[src/rtl/kwm_pkg.sv]
// Package for the k-way timestamp merge: result kinds, opcodes, and the
// command/status structs between controller and datapath. No dependencies.
package kwm_pkg;
    localparam logic       OP_LOAD     = 1'b0;
    localparam logic       OP_POP      = 1'b1;
    localparam logic [1:0] KIND_POINT  = 2'd0;
    localparam logic [1:0] KIND_REFILL = 2'd1;
    localparam logic [1:0] KIND_EMPTY  = 2'd2;

    typedef struct packed {
        logic clear;     // start a scan
        logic scan;      // fold one source into min/winner
        logic emit;      // step the removal walk
    } t_cmd;

    typedef struct packed {
        logic scan_done;
        logic found;
        logic hit;       // walk cursor points at a removed non-winner
        logic walk_done; // no removed non-winner left at or beyond the cursor
    } t_sts;
endpackage

[src/rtl/kwm_datapath.sv]
// Datapath of the k-way merge: head storage, valid bits, the scan unit that
// finds the minimum stamp and winner, and the removal walk. Uses kwm_pkg.
module kwm_datapath #(
    parameter int SOURCES = 16,
    parameter int IW = 4
) (
    input  logic                 i_clk,
    input  logic                 i_rst_n,
    input  kwm_pkg::t_cmd        i_cmd,
    output kwm_pkg::t_sts        o_sts,
    input  logic                 i_load,
    input  logic [3:0]           i_source,
    input  logic [63:0]          i_stamp,
    input  logic [63:0]          i_payload,
    input  logic [31:0]          i_sequence_req,
    output logic [63:0]          o_min_stamp,
    output logic [63:0]          o_win_payload,
    output logic [3:0]           o_win_source,
    output logic [3:0]           o_walk_source
);
    logic [63:0] r_stamp [SOURCES];
    logic [63:0] r_payload [SOURCES];
    logic [31:0] r_seq [SOURCES];
    logic [SOURCES-1:0] r_present;
    logic [IW-1:0] r_idx;
    logic          r_found;
    logic [63:0]   r_min;
    logic [31:0]   r_wseq;
    logic [IW-1:0] r_win;
    logic [SOURCES-1:0] r_rm;   // sources to remove, excluding the winner
    logic [IW-1:0] idx;
    logic [IW-1:0] ld_idx;
    logic          sel, take_min, eq_min, beat_win;
    logic          hit, more;

    assign idx = r_idx;
    assign ld_idx = IW'(i_source);
    assign sel = r_present[r_idx];
    assign take_min = sel && (!r_found || r_stamp[idx] < r_min);
    assign eq_min = sel && r_found && r_stamp[idx] == r_min;
    assign beat_win = eq_min && r_seq[idx] > r_wseq;

    always_ff @(posedge i_clk) begin
        if (!i_rst_n) begin
            r_present <= '0;
            r_found   <= 1'b0;
            r_idx     <= '0;
            r_rm      <= '0;
        end else begin
            if (i_load && ({2'b0, i_source} < 6'(SOURCES)) && !r_present[ld_idx]) begin
                r_stamp[ld_idx]   <= i_stamp;
                r_payload[ld_idx] <= i_payload;
                r_seq[ld_idx]     <= i_sequence_req;
                r_present[ld_idx] <= 1'b1;
            end
            if (i_cmd.clear) begin
                r_idx   <= '0;
                r_found <= 1'b0;
                r_rm    <= '0;
            end else if (i_cmd.scan) begin
                r_idx <= (r_idx == IW'(SOURCES - 1)) ? '0 : r_idx + 1'b1;
                if (take_min) begin
                    r_found <= 1'b1;
                    r_min   <= r_stamp[idx];
                    r_wseq  <= r_seq[idx];
                    r_win   <= idx;
                    r_rm    <= '0;
                end else if (eq_min) begin
                    if (beat_win) begin
                        r_rm[r_win] <= 1'b1;
                        r_wseq <= r_seq[idx];
                        r_win  <= idx;
                    end else begin
                        r_rm[idx] <= 1'b1;
                    end
                end
            end else if (i_cmd.emit) begin
                // drop the head at the cursor, or the winner at the end
                if (more || hit) begin
                    if (hit) begin
                        r_present[r_idx] <= 1'b0;
                        r_rm[r_idx]      <= 1'b0;
                    end
                    r_idx <= r_idx + 1'b1;
                end else begin
                    r_present[r_win] <= 1'b0;
                end
            end
        end
    end

    logic [SOURCES-1:0] above;
    always_comb begin
        for (int k = 0; k < SOURCES; k++) above[k] = (IW'(k) > r_idx) && r_rm[k];
    end

    assign hit           = r_rm[r_idx];
    assign more          = |above;
    assign o_walk_source = 4'(r_idx);
    assign o_min_stamp   = r_min;
    assign o_win_payload = r_payload[r_win];
    assign o_win_source  = 4'(r_win);
    assign o_sts.scan_done = (r_idx == IW'(SOURCES - 1));
    assign o_sts.found     = r_found || take_min;
    assign o_sts.hit       = hit;
    assign o_sts.walk_done = !(more || hit);
endmodule

[src/rtl/kwm_ctrl.sv]
// Controller of the k-way merge: sequences the scan and the result walk and
// drives the output register. Uses kwm_pkg.
module kwm_ctrl (
    input  logic          i_clk,
    input  logic          i_rst_n,
    input  logic          i_valid,
    output logic          o_ready,
    input  logic          i_opcode,
    output kwm_pkg::t_cmd o_cmd,
    input  kwm_pkg::t_sts i_sts,
    output logic          o_load,
    output logic          o_out_valid,
    input  logic          i_out_ready,
    output logic [1:0]    o_kind,
    output logic          o_last,
    output logic          o_cap,
    output logic [1:0]    o_cap_kind
);
    localparam logic [2:0] S_IDLE = 3'd0, S_SCAN = 3'd1, S_POINT = 3'd2,
                           S_WALK = 3'd3, S_EMPTY = 3'd4;
    logic [2:0] r_state, n_state;
    logic       free;
    logic       cap_last;

    assign free   = !o_out_valid || i_out_ready;
    assign o_ready = (r_state == S_IDLE);
    assign o_load = i_valid && o_ready && i_opcode == kwm_pkg::OP_LOAD;

    always_comb begin
        n_state = r_state;
        o_cmd   = '0;
        case (r_state)
            S_IDLE: if (i_valid && i_opcode == kwm_pkg::OP_POP) begin
                o_cmd.clear = 1'b1;
                n_state = S_SCAN;
            end
            S_SCAN: begin
                o_cmd.scan = 1'b1;
                if (i_sts.scan_done) n_state = i_sts.found ? S_POINT : S_EMPTY;
            end
            S_POINT: if (free) n_state = S_WALK;
            S_WALK: if (free) begin
                o_cmd.emit = 1'b1;
                if (i_sts.walk_done) n_state = S_IDLE;
            end
            S_EMPTY: if (free) n_state = S_IDLE;
            default: n_state = S_IDLE;
        endcase
    end

    // load a result beat only for the point, the empty marker and removed sources
    always_comb begin
        o_cap      = 1'b0;
        o_cap_kind = kwm_pkg::KIND_REFILL;
        cap_last   = 1'b0;
        if (free) begin
            case (r_state)
                S_POINT: begin
                    o_cap      = 1'b1;
                    o_cap_kind = kwm_pkg::KIND_POINT;
                end
                S_EMPTY: begin
                    o_cap      = 1'b1;
                    o_cap_kind = kwm_pkg::KIND_EMPTY;
                    cap_last   = 1'b1;
                end
                S_WALK: begin
                    o_cap    = i_sts.hit || i_sts.walk_done;
                    cap_last = i_sts.walk_done;
                end
                default: ;
            endcase
        end
    end

    always_ff @(posedge i_clk) begin
        if (!i_rst_n) begin
            r_state     <= S_IDLE;
            o_out_valid <= 1'b0;
        end else begin
            r_state <= n_state;
            if (o_cap) begin
                o_out_valid <= 1'b1;
                o_kind      <= o_cap_kind;
                o_last      <= cap_last;
            end else if (i_out_ready) begin
                o_out_valid <= 1'b0;
            end
        end
    end
endmodule

[src/rtl/kway_timestamp_merge_dedup.sv]
// Merges up to SOURCES sorted streams by timestamp, removing duplicates.
// Depends on kwm_pkg, kwm_ctrl and kwm_datapath.
// A load is taken only while idle. A pop scans SOURCES heads, one a cycle
// through a single compare unit, then issues the point beat, or the empty
// marker if no head is present. The walk then steps a cursor one source a
// cycle while the output is free, up to the highest removed non-winner,
// issuing a refill beat at each removed one, and ends with the winner's
// refill. Each result beat that the receiver holds off holds the walk with
// it. Items are taken one at a time.
module kway_timestamp_merge_dedup #(
    parameter int SOURCES = 16
) (
    input  logic        i_clk,
    input  logic        i_rst_n,
    input  logic        i_valid,
    output logic        o_ready,
    input  logic        i_opcode,
    input  logic [3:0]  i_source,
    input  logic [63:0] i_stamp,
    input  logic [63:0] i_payload,
    input  logic [31:0] i_sequence_req,
    input  logic        i_exhausted,
    output logic        o_valid,
    input  logic        i_ready,
    output logic [1:0]  o_kind,
    output logic [63:0] o_out_stamp,
    output logic [63:0] o_out_payload,
    output logic [3:0]  o_req_source,
    output logic        o_last
);
    localparam int IW = $clog2(SOURCES);
    kwm_pkg::t_cmd cmd;
    kwm_pkg::t_sts sts;
    logic load, cap;
    logic [63:0] min_stamp, win_payload;
    logic [3:0]  win_src, walk_src;
    logic [1:0]  kind, cap_kind;
    logic        last;

    kwm_ctrl u_ctrl (
        .i_clk, .i_rst_n, .i_valid, .o_ready, .i_opcode,
        .o_cmd(cmd), .i_sts(sts), .o_load(load),
        .o_out_valid(o_valid), .i_out_ready(i_ready),
        .o_kind(kind), .o_last(last), .o_cap(cap), .o_cap_kind(cap_kind)
    );

    kwm_datapath #(.SOURCES(SOURCES), .IW(IW)) u_dp (
        .i_clk, .i_rst_n, .i_cmd(cmd), .o_sts(sts),
        .i_load(load && !i_exhausted), .i_source, .i_stamp, .i_payload,
        .i_sequence_req, .o_min_stamp(min_stamp), .o_win_payload(win_payload),
        .o_win_source(win_src), .o_walk_source(walk_src)
    );

    // capture output payload alongside the controller's kind/last
    always_ff @(posedge i_clk) begin
        if (cap) begin
            case (cap_kind)
                kwm_pkg::KIND_POINT: begin
                    o_out_stamp   <= min_stamp;
                    o_out_payload <= win_payload;
                    o_req_source  <= win_src;
                end
                kwm_pkg::KIND_REFILL: begin
                    o_out_stamp   <= '0;
                    o_out_payload <= '0;
                    o_req_source  <= sts.hit ? walk_src : win_src;
                end
                default: begin
                    o_out_stamp   <= '0;
                    o_out_payload <= '0;
                    o_req_source  <= '0;
                end
            endcase
        end
    end
    assign o_kind = kind;
    assign o_last = last;

    a_empty_last: assert property (@(posedge i_clk) disable iff (!i_rst_n)
        o_valid && o_kind == kwm_pkg::KIND_EMPTY |-> o_last)
        else $error("empty result not last");
    a_point_not_last: assert property (@(posedge i_clk) disable iff (!i_rst_n)
        o_valid && o_kind == kwm_pkg::KIND_POINT |-> !o_last)
        else $error("point flagged last");
    a_busy_no_ready: assert property (@(posedge i_clk) disable iff (!i_rst_n)
        cmd.scan |-> !o_ready)
        else $error("ready during scan");
endmodule
[config.mk]
export PLATFORM = sky130hd
export DESIGN_NAME = kway_timestamp_merge_dedup
export DESIGN_NICKNAME = d
export VERILOG_FILES = /design/src/rtl/kwm_pkg.sv /design/src/rtl/kwm_datapath.sv /design/src/rtl/kwm_ctrl.sv /design/src/rtl/kway_timestamp_merge_dedup.sv
export SDC_FILE = /design/constraint.sdc
export NUM_CORES = 2
export LEC_CHECK = 0
export BUFFER_PORTS_ARGS = -buffer_cell sky130_fd_sc_hd__buf_4
export CAP_MARGIN = 10
export CELL_PAD_IN_SITES_DETAIL_PLACEMENT = 1
export CELL_PAD_IN_SITES_GLOBAL_PLACEMENT = 2
export CORE_AREA = 2 2 726 439
export DETAILED_ROUTE_END_ITERATION = 10
export DIE_AREA = 0 0 728 441
export PLACE_DENSITY = 0.67
export SLEW_MARGIN = 20
export SYNTH_ARGS = -nofsm -noshare
export SYNTH_HDL_FRONTEND = slang
export SYNTH_HIERARCHICAL = 1
export SYNTH_SLANG_ARGS = --single-unit
export TNS_END_PERCENT = 30
[constraint.sdc]
create_clock -name i_clk -period 17.6 [get_ports i_clk]
set_clock_uncertainty 0.1 [all_clocks]
set_input_delay 0.88 -clock i_clk [delete_from_list [all_inputs] [get_ports i_clk]]
set_output_delay 0.88 -clock i_clk [all_outputs]
set_load 0.005 [all_outputs]
Word level (Yosys, flattened, before mapping)
Memory sizes are Yosys's and may differ from the RTL's. A register that Yosys moved wholly into a read port is not among the register bits.
Cells that the tools add are included.
{"block": "op_classes", "n_reduce_logical": 57, "n_eq_ne": 14, "bitwise": 11, "n_mux": 65, "addsub": 1, "order_cmp": 24}
{"cell": "$mux W16", "count": 14}
{"cell": "$mux W32", "count": 3}
{"cell": "$eq A64 B64 Y1", "count": 1}
{"cell": "$lt A64 B64 Y1", "count": 1}
{"cell": "$and A16 B16 Y16", "count": 3}
{"cell": "$mux W4", "count": 12}
{"cell": "$or A16 B16 Y16", "count": 3}
{"cell": "$gt A32 B32 Y1", "count": 1}
{"cell": "$gt A4 B4 Y1 const A", "count": 8}
{"cell": "$not A16 Y16", "count": 2}
{"cell": "$logic_and A1 B1 Y1", "count": 28}
{"cell": "$mux W3", "count": 7}
{"cell": "$mux W1", "count": 17}
{"cell": "$gt A3 B4 Y1 const A", "count": 4}
{"cell": "$reduce_or A16 Y1", "count": 1}
{"cell": "$lt A4 B5 Y1 const B", "count": 3}
{"cell": "$pmux W3 S5", "count": 1}
{"cell": "$bmux W1 S4", "count": 3}
{"cell": "$demux W1 S4", "count": 3}
{"cell": "$ge A4 B1 Y1 const B", "count": 3}
{"cell": "$reduce_bool A2 Y1", "count": 6}
{"cell": "$gt A1 B4 Y1 const A", "count": 2}
{"cell": "$gt A2 B4 Y1 const A", "count": 2}
{"cell": "$pmux W4 S2", "count": 1}
{"cell": "other kinds (22)", "count": 43}
{"block": "word_totals", "ramBits": 2560, "in_bits": 170, "output_inout_bits": 137, "register_bits": 212, "n_memories": 3, "wordCells": 188}
{"memory": "u_dp.r_payload", "words": 16, "word_bits": 64, "rd": 1, "rd_ports_with_merged_regs": 1, "write_ports": 1, "line_no": "kwm_datapath.sv:22", "source": "logic [63:0] r_payload [SOURCES];"}
{"memory": "u_dp.r_stamp", "words": 16, "word_bits": 64, "rd": 1, "rd_ports_with_merged_regs": 1, "write_ports": 1, "line_no": "kwm_datapath.sv:21", "source": "logic [63:0] r_stamp [SOURCES];"}
{"memory": "u_dp.r_seq", "words": 16, "word_bits": 32, "rd": 1, "rd_ports_with_merged_regs": 1, "write_ports": 1, "line_no": "kwm_datapath.sv:23", "source": "logic [31:0] r_seq [SOURCES];"}

Depth between registers and ports, before layout
{"block": "depth", "depth_word": 13, "mapped_depth": 15, "ltp_nobuf": 12}

Modules after synthesis
The synthesis kept the hierarchy.
{"module": "kwm_datapath", "area_each_um2": 104053.5, "seq_area_each_um2": 80777.5, "instances": 1, "cells_each": 4358}
{"module": "kway_timestamp_merge_dedup", "area_each_um2": 5031.1, "seq_area_each_um2": 3963.8, "instances": 1, "cells_each": 290}
{"module": "kwm_ctrl", "area_each_um2": 407.9, "seq_area_each_um2": 170.2, "instances": 1, "cells_each": 47}

Least setup slack after synthesis
Ideal clock, no wire load.
{"block": "synth_timing", "path_type": "input -> register", "startpoint": "input i_source[0]", "endpoint": "memory u_dp.r_payload[12][0] (enable)", "n_path_buf": 1, "path_slack_ns": 7.358, "arrival_ns": 9.459, "required_ns": 16.817, "setup_time_ns": 0.683, "stages": 7, "cell_sequence": "clkbuf_1 mux4_2 mux4_2 nor2b_1 nor2b_1 nand2_1 nor2_1"}
{"block": "synth_between", "elab_chain_cells": 7}
{"item": "from (decl)", "line_no": "kway_timestamp_merge_dedup.sv:18", "source": "input logic [3:0] i_source,"}
{"item": "$bmux W1 S4", "line_no": "kwm_datapath.sv:50", "source": "if (i_load && ({2'b0, i_source} < 6'(SOURCES)) && !r_present[ld_idx]) begin"}
{"item": "$mux W1 (not written as such)", "line_no": "kwm_datapath.sv:50"}
{"item": "$logic_not A1 Y1", "line_no": "kwm_datapath.sv:50"}
{"item": "$logic_and A1 B1 Y1", "line_no": "kwm_datapath.sv:50"}
{"item": "$mux W1", "line_no": "kwm_datapath.sv:50"}
{"item": "$mux W1", "line_no": "kwm_datapath.sv:44", "source": "if (!i_rst_n) begin"}
{"item": "$mux W1 (not written as such)", "line_no": "kwm_datapath.sv:52", "source": "r_payload[ld_idx] <= i_payload;"}
{"item": "to (decl)", "line_no": "kwm_datapath.sv:22"}
Parallel ways exist; a longest one is shown, timed or not. The select of a mux whose other input is x is not followed.

==> reports/metrics.yaml <==
outcome:
  outcome: "complete, no violations"
hold_path:
  hold_path.class: "in -> reg"
  worstHoldStart: "i_sequence_req[17]"
layout:
  seq_area_mm2: 0.0849
  area_growth_pct: 15.2
  stdcell_count: 9595
  layout_common_cells: "edfxtp_1 (2795), mux4_2 (815), buf_4 (388)"
  fin_nets: 5434
  fin_area_mm2: 0.126
  multi_input_area_mm2: 0.0233
  drive_gt1_frac: 0.307
  final_common_cell: "edfxtp_1"
  fin_util: 0.401
  fillers: 29400
setup_path:
  critPathArrivalTime_ns: 9.54
  crit_chain: "buf_12 > buf_4 > buf_4 > buf_16 > mux4_2 > mux4_2 > ha_1 > nand2_1 > nor4_1 > nand3_1 > or4b_4 > a31oi_4 > inv_2 > a21o_4 > inv_2"
  crit_path_end: "u_dp/r_wseq[12]"
  critPathCaptureType: "register"
  crit_fanout: 96
  critPathMaxStageDelay_ns: 0.84
  path_class: "reg -> reg"
  slowest_stage: "a31oi_4"
  required_ns: 17.96
  r2r_setup_slack_ns: 8.43
  ff2ff_path_depth: 15
  rr_endpoint: "u_dp/r_wseq[12]"
  cp-start-kind: "register"
drt:
  wl_met3_um: 21800
  wl_met2_um: 138000
  drt-met1-wl_um: 133000
  drc: 0
  initialDrtViolationCount: 5450
  vias: 51500
  drt_wl_total_um: 299000
  postRouteAntennaNets: 0
  wl_per_cell_um: 31.1
  dr.pass1.iters: 5
  viasPerCell: 5.37
  top_layer: "met5"
global_routing:
  grt_pass1_wl_um: 422000
  grt_max_degree: 125
  antenna_found_initial: 63
  grt_usage: 0.185
  grt_pass1_vias: 53700
  grt-ovfl-total: 0
placed_design:
  numPlacedInstances: 9086
  dp_worst_setup_slack_ns: 8.16
  placed_area_mm2: 0.117
  portBuffers: 306
  dpl.hpwl_um: 164000
  gp_congestion: 0.802
clocking:
  cts_sinks: 2844
  post_cts_buffers: 0
  cts_tree: "yes"
  ctsHoldBuffers: 0
  cts_max_path_buffers: 4
  path_clk_slew_ns: 0.06
  clk_latency_ns: 0.86
  h-tree-depth: 5
  cts_root_buf: "clkbuf_16"
  cts.repair.resized: 0
  cts_buffers: 287
floorplan:
  ios: 307
  die_area_mm2: 0.321
  core_mm2: 0.315
  num_rows: 160
  fp.dieW_um: 728
  fp.dieH_um: 441
  initial_core_util: 0.348
synthesis:
  async_reset_ff_frac: 0
  synth_edf_count: 2795
  synth_cells: 4695
  synth.yosys.seq_area_share: 0.775
  yosys.area.top_type: "edfxtp_1"
  synth_area_per_cell_um2: 23.3
  synth_seq_cells: 2844
  synthFlopType: "edfxtp_1"
  synth_fp_nets: 4965
  yosysUniqueCellTypes: 67
  synth_top_area_share: 0.767
  yosys_warnings: 6
  synthTopCellsByArea: "edfxtp_1 (77%), mux4_2 (17%), ha_1 (1.1%), dfxtp_1 (0.90%), and2_1 (0.76%)"
  syn-cell-area_mm2: 0.109
sta:
  period_share: 0.521
  fmax_ghz: 0.109
  hold_viol: 0
  finalSetupTns_ns: 0
  setup_ws_ns: 8.43
  worstMarginPinSlew_ns: 1.19
  rsz0062_at_grt: "false"
  setup_viol: 0
  slew_headroom: 0.200
  slew_violations: 0
  period_minus_slack_ns: 9.17
power_and_ir_drop:
  irDropWorstVdd_mv: 0.0664
  p_leak_nw: 39.1
  power_density_mw_per_mm2: 109
run:
  drv_cap: 0
==> worst min path at each step <==
stage	endpoint	slack [ns]	cells after the start
2_1_floorplan	u_dp/o_win_source[3]	0.33	0
3_5_place_dp	u_dp/r_rm[3]	0.41	2
6_report	u_dp/r_seq[14][17]	0.22	1
5_1_grt	u_dp/r_payload[5][33]	0.19	1
4_1_cts	u_dp/r_payload[5][8]	0.15	1
3_3_place_gp	u_dp/r_rm[3]	0.40	2
==> state kept, by name, summed over array words and instances, names as in the netlist, 3 cells and up, named ones only <==
name,flops
u_dp/r_payload,1024
o_out_stamp,64
u_dp/r_present,16
u_dp/o_walk_source,4
u_dp/o_min_stamp,64
o_out_payload,64
u_dp/o_win_source,4
u_ctrl/r_state,3
u_dp/r_wseq,32
u_dp/r_rm,16
u_dp/r_seq,512
o_req_source,4
u_dp/r_stamp,1024
==> cell usage after synthesis (2+ instances only) <==
| cell | instances |
|---|---|
| o211ai_1 | 7 |
| nor4_1 | 4 |
| a21boi_0 | 3 |
| o311ai_0 | 8 |
| edfxtp_1 | 2795 |
| o21a_1 | 17 |
| nand2b_1 | 4 |
| a21bo_2 | 5 |
| buf_1 | 59 |
| or4_1 | 3 |
| clkbuf_1 | 146 |
| and2_1 | 133 |
| a41o_1 | 2 |
| a211oi_1 | 14 |
| a31oi_1 | 5 |
| inv_1 | 114 |
| mux2_4 | 4 |
| nor2_1 | 46 |
| nand2_1 | 67 |
| a21oi_1 | 77 |
| mux2i_1 | 4 |
| a221oi_1 | 3 |
| nand4_1 | 18 |
| buf_6 | 14 |
| nor3_1 | 9 |
| and4_1 | 8 |
| nor2b_1 | 21 |
| o221ai_1 | 8 |
| and3_1 | 8 |
| mux4_2 | 815 |
| nor3b_1 | 3 |
| o22ai_1 | 4 |
| or3_1 | 7 |
| a21o_1 | 8 |
| buf_2 | 3 |
| nand3_1 | 27 |
| buf_4 | 4 |
| o21ai_0 | 39 |
| ha_1 | 100 |
| a22oi_1 | 2 |
| dfxtp_1 | 49 |
| mux2_2 | 3 |
==> layout make-up <==
cell class	instances	share of cell area
Sequential cell	2844	0.673
Multi-Input combinational cell	1510	0.185
Clock buffer	351	0.0605
Tap cell	4212	0.0418
Timing Repair Buffer	406	0.0260
Clock inverter	145	0.00967
Inverter	115	0.00342
Antenna cell	12	0.000238
==> metal layers <==
layer  track usage  vias up
li1              -    20900
met1         0.270    28500
met2         0.285     1748
met3        0.0417      399
met4        0.0375       38
met5             0        -
==> where the power goes <==
part	switching, mW	internal, mW	total [mW]
logic	0.229	0.165	0.395
registers	0.0107	7.44	7.46
clock network	2.56	3.35	5.91
total	2.80	11.0	13.8
==> per-stage QoR <==
stage	power [mW]	hold slack, ns
CTS	13.9	0.148
global placement	7.99	0.400
detailed placement	8.00	0.411
floorplan	7.81	0.329
global route	14.2	0.193
finish	13.8	0.225
==> worst max-delay path: cells and delay by family, from the launching register on <==
family	cells	cell delay [ns]
buf+inv	6	2.86
simple gates	4	1.93
compound gates	2	1.13
mux	2	1.08
flops	1	0.77
fa+ha+maj	1	0.33
==> logic make-up (layout without fill, tap and decap cells) <==
family,Yosys count,in the layout,synth area share
AND/OR/NAND/NOR,365,365,0.0184
other,0,12,0
adder cells (fa/ha/maj),100,100,0.0114
AO/OA/AOI/OAI,218,218,0.0129
buffers and inverters,341,1017,0.0128
XOR/XNOR,1,1,0.0000800
multiplexers,826,826,0.169
flip-flops,2844,2844,0.775
(Power assumes the default switching activity.)
